<file path="config.mk">
export PLATFORM = sky130hd
export DESIGN_NAME = vgrc_ctrl
export DESIGN_NICKNAME = d
export VERILOG_FILES = /design/src/design/vgrc_pkg.sv /design/src/design/vgrc_ctrl.sv
export SDC_FILE = /design/constraint.sdc
export NUM_CORES = 1
export LEC_CHECK = 0
export ABC_AREA = 0
export BUFFER_PORTS_ARGS = -buffer_cell sky130_fd_sc_hd__buf_4
export CORE_UTILIZATION = 54
export CTS_CLUSTER_SIZE = 24
export DETAILED_ROUTE_END_ITERATION = 8
export PLACE_DENSITY = 0.82
export SKIP_CTS_REPAIR_TIMING = 1
export SLEW_MARGIN = 20
export SYNTH_ARGS = -nofsm -noshare
export SYNTH_HDL_FRONTEND = slang
export SYNTH_SLANG_ARGS = --single-unit
export TNS_END_PERCENT = 10
</file>
<file path="constraint.sdc">
create_clock -name clock -period 2.35 [get_ports clock]
set_clock_uncertainty 0.1 [all_clocks]
set_input_delay 0.47 -clock clock [delete_from_list [all_inputs] [get_ports clock]]
set_output_delay 0.47 -clock clock [all_outputs]
set_load 0.02 [all_outputs]
</file>
<file path="src/design/vgrc_pkg.sv">
// shared types and constants of the voxel grid ray caster
// used by vgrc_ctrl, vgrc_dp and voxel_grid_ray_caster_top
`default_nettype none
package vgrc_pkg;
   localparam int GRID_AXIS_DEF = 32;
   localparam int ID_BITS_DEF   = 8;

   localparam logic [5:0] EXT_RESET = 6'd32;

   localparam logic [1:0] REG_EXT_X = 2'd0;
   localparam logic [1:0] REG_EXT_Y = 2'd1;
   localparam logic [1:0] REG_EXT_Z = 2'd2;

   localparam logic [1:0] OUT_HIT   = 2'd0;
   localparam logic [1:0] OUT_LEFT  = 2'd1;
   localparam logic [1:0] OUT_DIST  = 2'd2;
   localparam logic [1:0] OUT_WRITE = 2'd3;

   localparam logic [2:0] FACE_NONE = 3'd0;

   localparam logic [1:0] AXIS_X = 2'd0;
   localparam logic [1:0] AXIS_Z = 2'd2;

   localparam int DIV_STEPS = 33;

   typedef struct packed {
      logic       load;
      logic       clr_step;
      logic       write;
      logic       div_step;
      logic       div_first;
      logic       mul_init;
      logic       leave;
      logic       eval;
      logic       end_mul;
      logic       end_sum;
      logic       end_fin;
      logic [1:0] axis;
   } cmd_type;

   typedef struct packed {
      logic clr_done;
      logic in_grid;
      logic eval_done;
   } status_type;
endpackage
`default_nettype wire

</file>
<file path="src/design/vgrc_ctrl.sv">
// controller state machine of the voxel grid ray caster
// depends on vgrc_pkg; drives vgrc_dp through cmd_type and reads status_type
`default_nettype none
module vgrc_ctrl (
   input  wire                  clock,
   input  wire                  reset,
   input  wire                  start,
   input  wire                  req_operation,
   input  vgrc_pkg::status_type status,
   output vgrc_pkg::cmd_type    cmd,
   output logic                 busy,
   output logic                 done
);
   import vgrc_pkg::*;

   typedef enum logic [10:0] {
      S_CLEAR = 11'b00000000001,
      S_IDLE  = 11'b00000000010,
      S_WRITE = 11'b00000000100,
      S_DIV   = 11'b00000001000,
      S_MUL   = 11'b00000010000,
      S_READ  = 11'b00000100000,
      S_EVAL  = 11'b00001000000,
      S_EMUL  = 11'b00010000000,
      S_ESUM  = 11'b00100000000,
      S_EFIN  = 11'b01000000000,
      S_DONE  = 11'b10000000000
   } state_type;

   state_type  state_ff, state_in;
   logic [5:0] cnt_ff, cnt_in;
   logic [1:0] axis_ff, axis_in;

   always_comb begin
      state_in = state_ff;
      cnt_in   = cnt_ff;
      axis_in  = axis_ff;
      cmd      = '0;
      cmd.axis = axis_ff;
      unique case (state_ff)
         S_CLEAR: begin
            cmd.clr_step = 1'b1;
            if (status.clr_done) state_in = S_IDLE;
         end
         S_IDLE: begin
            if (start) begin
               cmd.load = 1'b1;
               axis_in  = AXIS_X;
               cnt_in   = '0;
               state_in = req_operation ? S_DIV : S_WRITE;
            end
         end
         S_WRITE: begin
            cmd.write = 1'b1;
            state_in  = S_DONE;
         end
         S_DIV: begin
            cmd.div_step  = 1'b1;
            cmd.div_first = (cnt_ff == 6'd0);
            cnt_in        = cnt_ff + 6'd1;
            if (cnt_ff == 6'(DIV_STEPS - 1)) state_in = S_MUL;
         end
         S_MUL: begin
            cmd.mul_init = 1'b1;
            cnt_in       = '0;
            if (axis_ff == AXIS_Z) begin
               state_in = S_READ;
            end else begin
               axis_in  = axis_ff + 2'd1;
               state_in = S_DIV;
            end
         end
         S_READ: begin
            if (!status.in_grid) begin
               cmd.leave = 1'b1;
               axis_in   = AXIS_X;
               state_in  = S_EMUL;
            end else begin
               state_in = S_EVAL;
            end
         end
         S_EVAL: begin
            cmd.eval = 1'b1;
            if (status.eval_done) begin
               axis_in  = AXIS_X;
               state_in = S_EMUL;
            end else begin
               state_in = S_READ;
            end
         end
         S_EMUL: begin
            cmd.end_mul = 1'b1;
            state_in    = S_ESUM;
         end
         S_ESUM: begin
            cmd.end_sum = 1'b1;
            state_in    = S_EFIN;
         end
         S_EFIN: begin
            cmd.end_fin = 1'b1;
            if (axis_ff == AXIS_Z) begin
               state_in = S_DONE;
            end else begin
               axis_in  = axis_ff + 2'd1;
               state_in = S_EMUL;
            end
         end
         S_DONE: begin
            state_in = S_IDLE;
         end
         default: begin
            state_in = S_IDLE;
         end
      endcase
   end

   always_ff @(posedge clock) begin
      if (reset) begin
         state_ff <= S_CLEAR;
         cnt_ff   <= '0;
         axis_ff  <= AXIS_X;
      end else begin
         state_ff <= state_in;
         cnt_ff   <= cnt_in;
         axis_ff  <= axis_in;
      end
   end

   assign busy = (state_ff != S_IDLE);
   assign done = (state_ff == S_DONE);

   a_done_single: assert property (@(posedge clock) disable iff (reset) done |=> !done)
      else $error("result strobe longer than one cycle");
   a_eval_after_read: assert property (@(posedge clock) disable iff (reset)
      (state_ff == S_EVAL) |-> $past(state_ff == S_READ))
      else $error("step evaluated without a store read");
   a_accept_busy: assert property (@(posedge clock) disable iff (reset)
      (start && !busy) |=> busy)
      else $error("request accepted but block not busy");
endmodule
`default_nettype wire

</file>
==> flow_summary.toml <==
[status]
status = "finished, violations left"
violations = "setup timing"

[timing]
rsz0062_at_grt = "true"
holdWs_ns = 0.226
hold_viol_final = 0
worst_pin_slew_ns = 0.526
fmax_mhz = 418
layout_worst_path_cycle_share_pct = 102
fin_setup_tns_ns = -0.0396
setup_violations = 1
slew_headroom_pct = 64.7
worst_slack_ns = -0.0396
drv_slew = 0
finalCriticalPeriod_ns = 2.39

[drt]
drc_errors = 0
wl_per_cell_um = 15.9
drt_iter0_drc = 43
viasPerCell = 6.22
totalWireLength_um = 3070
detail-route-antenna-nets = 0
dr.pass1.iters = 4
vias = 1200

[setup_path]
worstRegToRegCells = 5
r2r-end = "state_ff[2]"
crit_chain = "or4_4 -> nor2_4 -> and4_4 -> buf_4"
cp.required_ns = 1.78
crit_type = "reg2out"
slowest_delay_ns = 0.59
worstSetupEndpointType = "output port"
regToRegStartpoint = "state_ff[5]"
cp.arrival_ns = 1.82
regToRegSetupSlack_ns = 0.51
worstPathMaxFanout = 8
crit_slowest_cell = "or4_4"
start_kind = "register"
crit_start = "state_ff[5]"

[synthesis]
netlist_instances = 139
synth_cell_types = 49
async_reset_ff_share_pct = 0
syn_avg_cell_area_um2 = 8.74
yosys.area.top_type = "dfxtp_1"
synth_top_cell_area_share_pct = 31.3
synth_edf_count = 0
ys_seq_area_share_pct = 31.3
syn_area_um2 = 1210
yosys_warnings = 0
synthFlopType = "dfxtp_1"
synth-simple-area-share_pct = 39.3
synth-adder-area-share_pct = 3.09
synth_xor_area_share_pct = 5.05
synth-seq-cells = 19
synthMuxAreaShare_pct = 0
yosys-top-cells-area = "dfxtp_1 31%, nor2_1 3.7%, nor3_2 3.3%"
synth_nets = 149
synth_top_family_by_area = "simple AND/OR/NAND/NOR gates"
synth_compound_area_share_pct = 17.2

[global_route]
grtUsageTotal_pct = 25.5
grt_max_degree = 13
grt_antenna_before_repair = 0
grt_overflow_total = 0
grt_pass1_wl_um = 4700
grt_pass1_vias = 1067

[layout]
mostFrequentLayoutCell = "buf_4"
drive_gt1_share_pct = 36.7
diodes = 0
finish.net_count = 177
final_cell_area_um2 = 1510
stdcell_count = 193
final_cell_mix = "26 x buf_4, 14 x dfxtp_1, 12 x nor2_1"
nFillCells = 161
area_delta_synth_final_pct = 24.6
final_util_pct = 74.1

[place]
portBuffers = 21
hpwl_um = 2210
placedInstanceArea_um2 = 1410
dp_slack_ns = 0.195
gp_congestion = 0.875
placed_cells = 186

[worst_hold_path]
min_to = "state_ff[2]"
hold_depth = 2
hp-class = "in2reg"
worstHoldStart = "req_operation"

[clock_network]
clk_latency_ns = 0.31
cts_buffers = 3
cts_root_buf = "clkbuf_4"
cts.path.max_buffers = 2
clkTransAtPathRegs_ns = 0.12
numClockSinks = 19
htree_levels = 1
cts_tree = "yes"

[die]
die_h_um = 49.4
fp.dieW_um = 49.4
placementRows = 16
initial_utilization_pct = 59.5
die_area_um2 = 2440
core_um2 = 2040
io_pins = 22

[pwr]
power_leakage_nw = 0.592
p_total_mw = 0.642
power_per_cell_area_nw_per_um2 = 424
ir_drop_mv = 0.477

[run]
maxCapViolCount = 0
==> critical path, delay by kind of cell, from the launching register on <==
kind          cells  cell delay, ns
buf+inv           1            0.14
flops             1            0.40
simple gates      3            0.97
==> power breakdown <==
group	leakage [nW]	total, mW	internal, mW	switching [mW]
logic	0.419	0.129	0.0540	0.0748
registers	0.156	0.341	0.328	0.0136
clock network	0.0177	0.172	0.0636	0.108
total	0.592	0.642	0.445	0.196
==> synth_stat cells, types with 2 or more instances <==
master    count
nor2_1       12
clkbuf_1      2
o21ai_1       3
or4_1         2
dfxtp_1      19
ha_1          3
nor3_2        4
xnor2_1       4
or3_1         2
xor2_1        3
nand2b_1      5
nand3_1       6
a21oi_1       7
nand4_2       2
nor2_2        3
nor2b_1       3
nand2_1       7
nor3_1        4
a31oi_1       3
and4_1        2
o21ai_2       2
nand4_1       2
nor4b_1       4
inv_1         9
o22ai_1       2
==> cell type report <==
class                      instances  area [µm²]  share of cell area [%]
clock inverter                     1        5.00                   0.331
multi-input combinational        108         835                    55.1
sequential                        19         389                    25.7
inverter                           9        33.8                    2.23
clock buffer                       3        22.5                    1.49
tap                               27        33.8                    2.23
timing repair buffer              26         195                    12.9
==> routing by layer <==
metal / vias to the layer above / routed length (µm) / global-route usage, %
met2: 45 / 1590 / 48.4
met1: 575 / 1300 / 28.0
met3: 6 / 147 / 3.74
met5: - / 0 / 0
li1: 574 / - / -
met4: 0 / 35 / 10.0
==> worst max-delay path by stage <==
stage,to,slack [ns]
final,cmd[12],-0.04
after global routing,cmd[4],-0.09
after CTS,cmd[4],-0.15
after detailed placement,cmd[4],0.20
after global placement,cmd[4],0.30
after floorplan,done,0.04
==> sequential cells by signal (all words and copies together), names as in the netlist <==
name	flops
state_ff	11
axis_ff	2
cnt_ff	6
==> logic make-up (layout without fill, tap and decap cells) <==
family | after synthesis | count (layout)
buffers and inverters | 12 | 39
AO/OA/AOI/OAI | 28 | 28
adder cells (fa/ha/maj) | 3 | 3
flip-flops | 19 | 19
XOR/XNOR | 7 | 7
AND/OR/NAND/NOR | 70 | 70
Power figures use the tool's default switching activity.
